`config.mk`:
```
export PLATFORM = sky130hd
export DESIGN_NAME = can_pgn_signal_decoder_with_timeouts_core
export DESIGN_NICKNAME = d
export VERILOG_FILES = /design/src/rtl/cpsd_pkg.sv /design/src/rtl/cpsd_in_stage.sv /design/src/rtl/cpsd_decode.sv /design/src/rtl/cpsd_out_stage.sv /design/src/rtl/can_pgn_signal_decoder_with_timeouts_core.sv
export SDC_FILE = /design/constraint.sdc
export NUM_CORES = 1
export LEC_CHECK = 0
export BUFFER_PORTS_ARGS = -buffer_cell sky130_fd_sc_hd__buf_2
export CORE_MARGIN = 2
export CORE_UTILIZATION = 52
export DETAILED_ROUTE_END_ITERATION = 10
export PLACE_DENSITY = 0.73
export SLEW_MARGIN = 20
export SYNTH_ARGS = -nofsm -noshare
export SYNTH_HDL_FRONTEND = slang
export SYNTH_SLANG_ARGS = --single-unit
```
`constraint.sdc`:
```
create_clock -name clk_i -period 10.35 [get_ports clk_i]
set_input_delay 1.5525 -clock clk_i [delete_from_list [all_inputs] [get_ports clk_i]]
set_output_delay 1.5525 -clock clk_i [all_outputs]
set_load 0.05 [all_outputs]
```
`src/rtl/cpsd_pkg.sv`:
```
`timescale 1ns / 1ps
package cpsd_pkg;

  typedef enum logic [1:0] {
    OP_FRAME  = 2'd0,
    OP_TICK   = 2'd1,
    OP_REPORT = 2'd2,
    OP_NONE   = 2'd3
  } op_e;

  // Configuration register indexes
  localparam logic REG_FAST_TIMEOUT = 1'b0;
  localparam logic REG_SLOW_TIMEOUT = 1'b1;

  localparam logic [7:0] FAST_TIMEOUT_RST = 8'd10;
  localparam logic [7:0] SLOW_TIMEOUT_RST = 8'd30;

  // Parameter groups
  localparam logic [15:0] PGN_DIST     = 16'hFEC1;
  localparam logic [15:0] PGN_FUEL     = 16'hFEE9;
  localparam logic [15:0] PGN_TACH     = 16'hFE6C;
  localparam logic [15:0] PGN_WHEEL    = 16'hFEF1;
  localparam logic [15:0] PGN_IGNORED  = 16'hF000;
  localparam logic [15:0] PGN_BRAKE    = 16'hF001;
  localparam logic [15:0] PGN_ACCEL    = 16'hF003;
  localparam logic [15:0] PGN_RPM      = 16'hF004;

  localparam logic [15:0] STALE_16 = 16'hFFFF;
  localparam logic [31:0] STALE_32 = 32'hFFFF_FFFF;

  // Age counter slots
  localparam int unsigned NumAge    = 7;
  localparam int unsigned AGE_TACH  = 0;
  localparam int unsigned AGE_WHEEL = 1;
  localparam int unsigned AGE_RPM   = 2;
  localparam int unsigned AGE_BRAKE = 3;
  localparam int unsigned AGE_ACCEL = 4;
  localparam int unsigned AGE_DIST  = 5;
  localparam int unsigned AGE_FUEL  = 6;

  typedef struct packed {
    logic [1:0]  op;
    logic [28:0] ext_id;
    logic [63:0] payload;
  } in_item_t;

  typedef struct packed {
    logic        unknown_pgn;
    logic [7:0]  speed;
    logic [7:0]  direction;
    logic [15:0] rpm;
    logic [7:0]  brake;
    logic [7:0]  accel;
    logic [31:0] trip_distance;
    logic [31:0] total_distance;
    logic [31:0] trip_fuel;
    logic [31:0] total_fuel;
    logic [7:0]  sequence_res;
  } out_item_t;

endpackage

```
`src/rtl/cpsd_in_stage.sv`:
```
`timescale 1ns / 1ps
module cpsd_in_stage (
  input  logic               clk_i,
  input  logic               rst_ni,
  input  logic               in_valid_i,
  output logic               in_stall_o,
  input  cpsd_pkg::in_item_t in_data_i,
  output logic               item_valid_o,
  output cpsd_pkg::in_item_t item_o,
  input  logic               item_ready_i
);
  import cpsd_pkg::*;

  logic     valid_q;
  in_item_t data_q;

  // hold the item until the decode stage takes it
  assign in_stall_o   = valid_q && !item_ready_i;
  assign item_valid_o = valid_q;
  assign item_o       = data_q;

  always_ff @(posedge clk_i or negedge rst_ni) begin
    if (!rst_ni) begin
      valid_q <= 1'b0;
    end else if (!in_stall_o) begin
      valid_q <= in_valid_i;
    end
  end

  always_ff @(posedge clk_i) begin
    if (in_valid_i && !in_stall_o) begin
      data_q <= in_data_i;
    end
  end

endmodule

```
`src/rtl/cpsd_decode.sv`:
```
`timescale 1ns / 1ps
module cpsd_decode (
  input  logic                clk_i,
  input  logic                rst_ni,
  input  logic                cfg_we_i,
  input  logic                cfg_idx_i,
  input  logic [7:0]          cfg_wdata_i,
  input  logic                item_valid_i,
  input  cpsd_pkg::in_item_t  item_i,
  input  logic                adv_i,
  output cpsd_pkg::out_item_t snap_o
);
  import cpsd_pkg::*;

  logic [7:0]  fast_to_q, slow_to_q;
  logic [1:0]  spd_valid_q, spd_valid_d;
  logic [7:0]  tach_q, tach_d;
  logic [7:0]  wheel_q, wheel_d;
  logic [7:0]  dir_q, dir_d;
  logic [15:0] rpm_q, rpm_d;
  logic [7:0]  brake_q, brake_d;
  logic [7:0]  accel_q, accel_d;
  logic [31:0] dist_q [2];
  logic [31:0] dist_d [2];
  logic [31:0] fuel_q [2];
  logic [31:0] fuel_d [2];
  logic [7:0]  age_q [NumAge];
  logic [7:0]  age_d [NumAge];
  logic [7:0]  age_inc [NumAge];
  logic [7:0]  age_lim [NumAge];
  logic [NumAge-1:0] expired;
  logic [7:0]  report_q, report_d;
  logic        unknown;
  logic [7:0]  seq;
  logic [15:0] pgn;
  logic [63:0] p;
  op_e         op;

  assign op  = op_e'(item_i.op);
  assign pgn = item_i.ext_id[23:8];
  assign p   = item_i.payload;

  always_comb begin
    for (int i = 0; i < NumAge; i++) begin
      age_lim[i] = (i >= AGE_DIST) ? slow_to_q : fast_to_q;
      age_inc[i] = age_q[i] + 8'd1;
      expired[i] = (age_inc[i] == age_lim[i]);
    end
  end

  always_comb begin
    spd_valid_d = spd_valid_q;
    tach_d      = tach_q;
    wheel_d     = wheel_q;
    dir_d       = dir_q;
    rpm_d       = rpm_q;
    brake_d     = brake_q;
    accel_d     = accel_q;
    dist_d      = dist_q;
    fuel_d      = fuel_q;
    age_d       = age_q;
    report_d    = report_q;
    unknown     = 1'b0;
    seq         = 8'd0;
    unique case (op)
      OP_FRAME: begin
        unique case (pgn)
          PGN_TACH: begin
            spd_valid_d[0] = 1'b1;
            tach_d         = p[63:56];
            dir_d          = {6'd0, p[31:30]};
            age_d[AGE_TACH] = 8'd0;
          end
          PGN_WHEEL: begin
            spd_valid_d[1]   = 1'b1;
            wheel_d          = p[23:16];
            age_d[AGE_WHEEL] = 8'd0;
          end
          PGN_IGNORED: ;
          PGN_BRAKE: begin
            brake_d          = p[15:8];
            age_d[AGE_BRAKE] = 8'd0;
          end
          PGN_ACCEL: begin
            accel_d          = p[15:8];
            age_d[AGE_ACCEL] = 8'd0;
          end
          PGN_RPM: begin
            rpm_d          = p[39:24];
            age_d[AGE_RPM] = 8'd0;
          end
          PGN_DIST: begin
            dist_d[0]       = p[63:32];
            dist_d[1]       = p[31:0];
            age_d[AGE_DIST] = 8'd0;
          end
          PGN_FUEL: begin
            fuel_d[0]       = {2'b00, p[31:2]};
            fuel_d[1]       = {2'b00, p[63:34]};
            age_d[AGE_FUEL] = 8'd0;
          end
          default: unknown = 1'b1;
        endcase
      end
      OP_TICK: begin
        for (int i = 0; i < NumAge; i++) begin
          age_d[i] = expired[i] ? 8'd0 : age_inc[i];
        end
        if (expired[AGE_TACH]) begin
          spd_valid_d[0] = 1'b0;
          dir_d          = 8'hFF;
        end
        if (expired[AGE_WHEEL]) spd_valid_d[1] = 1'b0;
        if (expired[AGE_RPM])   rpm_d   = STALE_16;
        if (expired[AGE_BRAKE]) brake_d = 8'hFF;
        if (expired[AGE_ACCEL]) accel_d = 8'hFF;
        if (expired[AGE_DIST]) begin
          dist_d[0] = STALE_32;
          dist_d[1] = STALE_32;
        end
        if (expired[AGE_FUEL]) begin
          fuel_d[0] = STALE_32;
          fuel_d[1] = STALE_32;
        end
      end
      OP_REPORT: begin
        seq      = report_q;
        report_d = report_q + 8'd1;
      end
      default: ;
    endcase
  end

  always_comb begin
    snap_o.unknown_pgn    = unknown;
    snap_o.speed          = (spd_valid_d == 2'b01) ? tach_d :
                            (spd_valid_d == 2'b10) ? wheel_d : 8'hFF;
    snap_o.direction      = dir_d;
    snap_o.rpm            = rpm_d;
    snap_o.brake          = brake_d;
    snap_o.accel          = accel_d;
    snap_o.trip_distance  = dist_d[0];
    snap_o.total_distance = dist_d[1];
    snap_o.trip_fuel      = fuel_d[0];
    snap_o.total_fuel     = fuel_d[1];
    snap_o.sequence_res   = seq;
  end

  always_ff @(posedge clk_i or negedge rst_ni) begin
    if (!rst_ni) begin
      fast_to_q <= FAST_TIMEOUT_RST;
      slow_to_q <= SLOW_TIMEOUT_RST;
    end else if (cfg_we_i) begin
      unique case (cfg_idx_i)
        REG_FAST_TIMEOUT: fast_to_q <= cfg_wdata_i;
        REG_SLOW_TIMEOUT: slow_to_q <= cfg_wdata_i;
        default: ;
      endcase
    end
  end

  always_ff @(posedge clk_i or negedge rst_ni) begin
    if (!rst_ni) begin
      spd_valid_q <= 2'b00;
      tach_q      <= 8'hFF;
      wheel_q     <= 8'hFF;
      dir_q       <= 8'hFF;
      rpm_q       <= STALE_16;
      brake_q     <= 8'hFF;
      accel_q     <= 8'hFF;
      dist_q      <= '{STALE_32, STALE_32};
      fuel_q      <= '{STALE_32, STALE_32};
      age_q       <= '{default: 8'd0};
      report_q    <= 8'd0;
    end else if (adv_i) begin
      spd_valid_q <= spd_valid_d;
      tach_q      <= tach_d;
      wheel_q     <= wheel_d;
      dir_q       <= dir_d;
      rpm_q       <= rpm_d;
      brake_q     <= brake_d;
      accel_q     <= accel_d;
      dist_q      <= dist_d;
      fuel_q      <= fuel_d;
      age_q       <= age_d;
      report_q    <= report_d;
    end
  end

  a_report_advance: assert property (@(posedge clk_i) disable iff (!rst_ni)
    adv_i && (op == OP_REPORT) |=> report_q == 8'($past(report_q) + 8'd1))
    else $error("report count did not advance");

  a_report_hold: assert property (@(posedge clk_i) disable iff (!rst_ni)
    !(adv_i && (op == OP_REPORT)) |=> $stable(report_q))
    else $error("report count moved without a report");

  a_unknown_frame: assert property (@(posedge clk_i) disable iff (!rst_ni)
    item_valid_i && snap_o.unknown_pgn |-> op == OP_FRAME)
    else $error("unknown group flagged outside a frame");

  a_speed_ambiguous: assert property (@(posedge clk_i) disable iff (!rst_ni)
    adv_i && (spd_valid_d == 2'b11) |-> snap_o.speed == 8'hFF)
    else $error("speed not blanked with both sources valid");

endmodule

```
`src/rtl/cpsd_out_stage.sv`:
```
`timescale 1ns / 1ps
module cpsd_out_stage (
  input  logic                clk_i,
  input  logic                rst_ni,
  input  logic                snap_valid_i,
  input  cpsd_pkg::out_item_t snap_i,
  output logic                snap_ready_o,
  output logic                out_valid_o,
  input  logic                out_stall_i,
  output cpsd_pkg::out_item_t out_data_o
);
  import cpsd_pkg::*;

  logic      valid_q;
  out_item_t data_q;

  assign snap_ready_o = !valid_q || !out_stall_i;
  assign out_valid_o  = valid_q;
  assign out_data_o   = data_q;

  always_ff @(posedge clk_i or negedge rst_ni) begin
    if (!rst_ni) begin
      valid_q <= 1'b0;
    end else if (snap_ready_o) begin
      valid_q <= snap_valid_i;
    end
  end

  always_ff @(posedge clk_i) begin
    if (snap_valid_i && snap_ready_o) begin
      data_q <= snap_i;
    end
  end

  a_no_drop: assert property (@(posedge clk_i) disable iff (!rst_ni)
    valid_q && out_stall_i |=> valid_q && $stable(data_q))
    else $error("stalled result lost");

endmodule

```
`src/rtl/can_pgn_signal_decoder_with_timeouts_core.sv`:
```
`timescale 1ns / 1ps
// Vehicle-signal decoder for received extended-ID CAN frames. Each input
// transfer is a frame (op 0), a 10 ms tick (op 1), a report request (op 2)
// or a no-op (op 3) and yields exactly one result transfer: a snapshot of all
// held signals after that item's update. An item is accepted into the input
// register; its decode and state update then load the result register once
// the result side can take it, and the result transfers from there. The block
// takes one item every cycle while the result side does not stall; a stalled
// result holds the input register, which then stalls the input. The user must
// write timeouts through the configuration port only while the block is idle;
// the block itself does not enforce this.
module can_pgn_signal_decoder_with_timeouts_core (
  input  logic                clk_i,
  input  logic                rst_ni,
  input  logic                cfg_we_i,
  input  logic                cfg_idx_i,
  input  logic [7:0]          cfg_wdata_i,
  input  logic                in_valid_i,
  output logic                in_stall_o,
  input  cpsd_pkg::in_item_t  in_data_i,
  output logic                out_valid_o,
  input  logic                out_stall_i,
  output cpsd_pkg::out_item_t out_data_o
);
  import cpsd_pkg::*;

  logic      item_valid;
  in_item_t  item;
  logic      snap_ready;
  logic      adv;
  out_item_t snap;

  assign adv = item_valid && snap_ready;

  cpsd_in_stage u_in_stage (
    .clk_i        (clk_i),
    .rst_ni       (rst_ni),
    .in_valid_i   (in_valid_i),
    .in_stall_o   (in_stall_o),
    .in_data_i    (in_data_i),
    .item_valid_o (item_valid),
    .item_o       (item),
    .item_ready_i (snap_ready)
  );

  cpsd_decode u_decode (
    .clk_i        (clk_i),
    .rst_ni       (rst_ni),
    .cfg_we_i     (cfg_we_i),
    .cfg_idx_i    (cfg_idx_i),
    .cfg_wdata_i  (cfg_wdata_i),
    .item_valid_i (item_valid),
    .item_i       (item),
    .adv_i        (adv),
    .snap_o       (snap)
  );

  cpsd_out_stage u_out_stage (
    .clk_i        (clk_i),
    .rst_ni       (rst_ni),
    .snap_valid_i (item_valid),
    .snap_i       (snap),
    .snap_ready_o (snap_ready),
    .out_valid_o  (out_valid_o),
    .out_stall_i  (out_stall_i),
    .out_data_o   (out_data_o)
  );

endmodule

```
==> load_flow_metrics.sql <==
INSERT INTO impl_metrics (metric_group, metric, value, unit) VALUES
('run_status', 'outcome', 'complete, no violations', ''),
('synthesis', 'mean_instance_size_in_the_synthesized_netlist', '11.40', 'um2'),
('place', 'port-buffer-count', '282', ''),
('floorplan', 'design.core.area', '46560', 'um2'),
('synthesis', 'mappedNetlistNets', '2264', ''),
('floorplan', 'initial_core_util', '52.59', '%'),
('drt', 'wl', '66330', 'um'),
('power_and_ir_drop', 'leakage', '12.42', 'nW'),
('clock_network', 'cts_tree', 'built', ''),
('setup_path', 'worst_setup_path_start_kind', 'input pin', ''),
('grt', 'grt_antenna_before_repair', '2', ''),
('synthesis', 'portion_of_the_post_synthesis_area_used_by_sequential_elements', '61.10', '%'),
('finish', 'finalInstanceArea', '28140', 'um2'),
('clock_network', 'cts.reportedPaths.clkPinSlew', '0.06', 'ns'),
('floorplan', 'die_w', '221', 'um'),
('place', 'place.detailed.hpwl', '40970', 'um'),
('power_and_ir_drop', 'power_per_cell_area', '203.2', 'nW/um2'),
('drt', 'firstDrtPassIters', '5', ''),
('synthesis', 'synth_seq_cells', '535', ''),
('timing', 'final_period_minus_worst_setup_slack', '4.059', 'ns'),
('place', 'place_ws', '5.719', 'ns'),
('setup_path', 'cp-end-kind', 'flop', ''),
('grt', 'grt_first_pass_wirelength', '102400', 'um'),
('synthesis', 'postSynthCellCount', '2147', ''),
('drt', 'total_via_count_after_detailed_routing', '18017', ''),
('drt', 'met3_wirelength', '5728', 'um'),
('setup_path', 'critical_path_class', 'in2reg', ''),
('drt', 'ant_nets', '0', ''),
('timing', 'hold-worst-slack', '0.4625', 'ns'),
('timing', 'rsz0062_at_grt', 'no', ''),
('timing', 'maxSlewHeadroom', '23.14', '%'),
('timing', 'slew_violations', '0', ''),
('clock_network', 'cts-htree-levels', '2', ''),
('worst_hold_path', 'holdCritPathClass', 'reg2reg', ''),
('timing', 'worst_clock_skew', '0.02391', 'ns'),
('setup_path', 'timing.critical_path.required', '10.88', 'ns'),
('job', 'drv.max_cap_violation_count', '0', ''),
('setup_path', 'cp.arrival', '4.59', 'ns'),
('timing', 'fmax', '246.4', 'MHz'),
('drt', 'vias_per_cell', '5.968', ''),
('grt', 'grt_overflow_total', '0', ''),
('drt', 'route.met2.wl', '30420', 'um'),
('finish', 'drive_above_1_share', '29.28', '%'),
('drt', 'route.top_layer_used', 'met4', ''),
('floorplan', 'die_h', '221', 'um'),
('synthesis', 'synth_flop_cell', 'sky130_fd_sc_hd__edfxtp_1', ''),
('drt', 'drt-met1-wl', '27910', 'um'),
('synthesis', 'synth_edf_count', '267', ''),
('power_and_ir_drop', 'ir_drop_worst_case_vdd', '0.0002221', 'V'),
('floorplan', 'pin_count', '296', ''),
('clock_network', 'tritoncts.num_buffers', '55', ''),
('setup_path', 'crit_buf_inv', '4', ''),
('setup_path', 'crit_path_cell_trace', 'buf_2 > a21bo_2 > inv_8 > buf_4 > buf_4 > o21ai_0 > a21oi_1', ''),
('drt', 'drt-wirelength-per-cell', '21.97', 'um'),
('grt', 'maximum_number_of_pins_on_one_net_before_global_route_repair', '115', ''),
('synthesis', 'ys_warn_count', '0', ''),
('clock_network', 'cts.repair.resized', '0', ''),
('timing', 'worst-slew-pin-transition', '1.153', 'ns'),
('timing', 'tns', '0', 'ns'),
('finish', 'flow.area_growth_from_synthesis', '14.92', '%'),
('clock_network', 'holdBufCountCts', '0', ''),
('synthesis', 'synthDistinctLibCells', '83', ''),
('timing', 'final_min_period_over_clock_period', '39.21', '%'),
('floorplan', 'die_area', '48840', 'um2'),
('clock_network', 'clk-insertion-delay-late', '0.62', 'ns'),
('timing', 'fin_ws', '6.291', 'ns'),
('timing', 'finalSetupViolations', '0', ''),
('setup_path', 'setup.reg_to_reg.worst_slack', '6.50', 'ns'),
('drt', 'drt_initial_violations', '1676', ''),
('setup_path', 'max_fo_critical_path', '87', ''),
('timing', 'final_hold_viol_count', '0', '');
[kinds of logic (layout without fill, tap and decap cells)]
group	Yosys count	count (layout)	share of synthesized area, %
other	0	1	0
muxes	130	130	5.529
AOI/OAI and AO/OA	388	388	11.08
xor gates and xnor gates	74	74	2.708
buffers and inverters	169	433	3.204
DFF	535	535	61.10
adders and majority gates	8	8	0.4088
and+or+nand+nor	843	843	15.96
[per-layer routing]
metal / up-vias / track usage (%)
met5: - / 0
met4: 0 / 9.699
met3: 141 / 5.869
met2: 832 / 41.20
met1: 8945 / 37.76
li1: 8099 / -
[power breakdown]
| group | leakage (nW) | switching (mW) | internal (mW) |
|---|---|---|---|
| clock network | 0.931 | 0.853 | 1.26 |
| registers | 5.59 | 0.200 | 2.56 |
| logic | 5.90 | 0.558 | 0.296 |
[per-stage QoR]
stage | std cells | utilization [%]
final | 3019 | 60.44
after global routing | 3019 | 60.44
after CTS | 3018 | 60.42
after detailed placement | 2915 | 56.32
after global placement | 2915 | 56.32
after floorplan | 2147 | -
[area by class of cell]
cell class	instances	area, um2
Fill cell	3733	18420
Sequential cell	535	14960
Multi-Input combinational cell	1443	8810
Timing Repair Buffer	305	1598
Clock buffer	61	1409
Tap cell	607	759.5
Clock inverter	42	498.0
Inverter	25	101.3
Antenna cell	1	2.502
[cell usage after synthesis, types with 24 or more instances]
cell	n	area, um2
sky130_fd_sc_hd__nand2_1	320	1201
sky130_fd_sc_hd__edfxtp_1	267	8018
sky130_fd_sc_hd__nor2_1	230	863.3
sky130_fd_sc_hd__dfstp_2	190	4992
sky130_fd_sc_hd__a21oi_1	98	490.5
sky130_fd_sc_hd__nand3_1	92	460.4
sky130_fd_sc_hd__mux2i_1	88	880.8
sky130_fd_sc_hd__dfrtp_1	78	1952
sky130_fd_sc_hd__a22oi_1	69	518.0
sky130_fd_sc_hd__clkbuf_1	69	259.0
sky130_fd_sc_hd__o21ai_0	55	275.3
sky130_fd_sc_hd__buf_2	46	230.2
sky130_fd_sc_hd__xnor2_1	44	385.4
sky130_fd_sc_hd__a21oi_2	43	376.6
sky130_fd_sc_hd__mux2_2	42	473.0
sky130_fd_sc_hd__and3_1	31	193.9
sky130_fd_sc_hd__xor2_1	29	254.0
sky130_fd_sc_hd__inv_1	24	90.09
sky130_fd_sc_hd__nor3_1	24	120.1
[worst min-delay path, cell delays in order (launching register included)]
cell                      delay [ns]
sky130_fd_sc_hd__dfstp_2        0.37
sky130_fd_sc_hd__nand2_1        0.05
sky130_fd_sc_hd__nand2_1        0.05
[layout by cell type (no fill, tap or decap), types with 43 or more instances in the layout]
master                      instances
sky130_fd_sc_hd__a21oi_2           43
sky130_fd_sc_hd__a22oi_1           69
sky130_fd_sc_hd__buf_2            281
sky130_fd_sc_hd__dfrtp_1           78
sky130_fd_sc_hd__o21ai_0           55
sky130_fd_sc_hd__clkbuf_16         55
sky130_fd_sc_hd__dfstp_2          190
sky130_fd_sc_hd__mux2i_1           88
sky130_fd_sc_hd__edfxtp_1         267
sky130_fd_sc_hd__nor2_1           226
sky130_fd_sc_hd__nand3_1           90
sky130_fd_sc_hd__a21oi_1           98
sky130_fd_sc_hd__nand2_1          316
sky130_fd_sc_hd__xnor2_1           44
[registers in the layout, summed over array words and instances (netlist names), 16 cells and up]
| name | cells |
|---|---|
| u_decode.age_q | 56 |
| u_decode.dist_q | 64 |
| u_in_stage.item_o | 82 |
| u_decode.fuel_q | 64 |
| u_out_stage.out_data_o | 185 |
| u_decode.rpm_q | 16 |
[final timing paths]
path | startpoint | end | cells after the start
setup / recovery | out_stall_i | u_decode.dir_q[0]$_DFFE_PN1P_ | 7
hold / removal | u_decode.fuel_q[63]$_DFFE_PN1P_ | u_decode.fuel_q[63]$_DFFE_PN1P_ | 2
setup reg to reg | u_in_stage.item_o[72]$_DFFE_PP_ | u_decode.dist_q[27]$_DFFE_PN1P_ | 7
hold reg to reg | u_decode.fuel_q[63]$_DFFE_PN1P_ | u_decode.fuel_q[63]$_DFFE_PN1P_ | 2
max in group asynchronous | rst_ni | u_decode.age_q[22]$_DFFE_PN0P_ | 2
min in group asynchronous | rst_ni | u_decode.age_q[8]$_DFFE_PN0P_ | 1
Note: power is estimated with default switching activity, not from simulation.
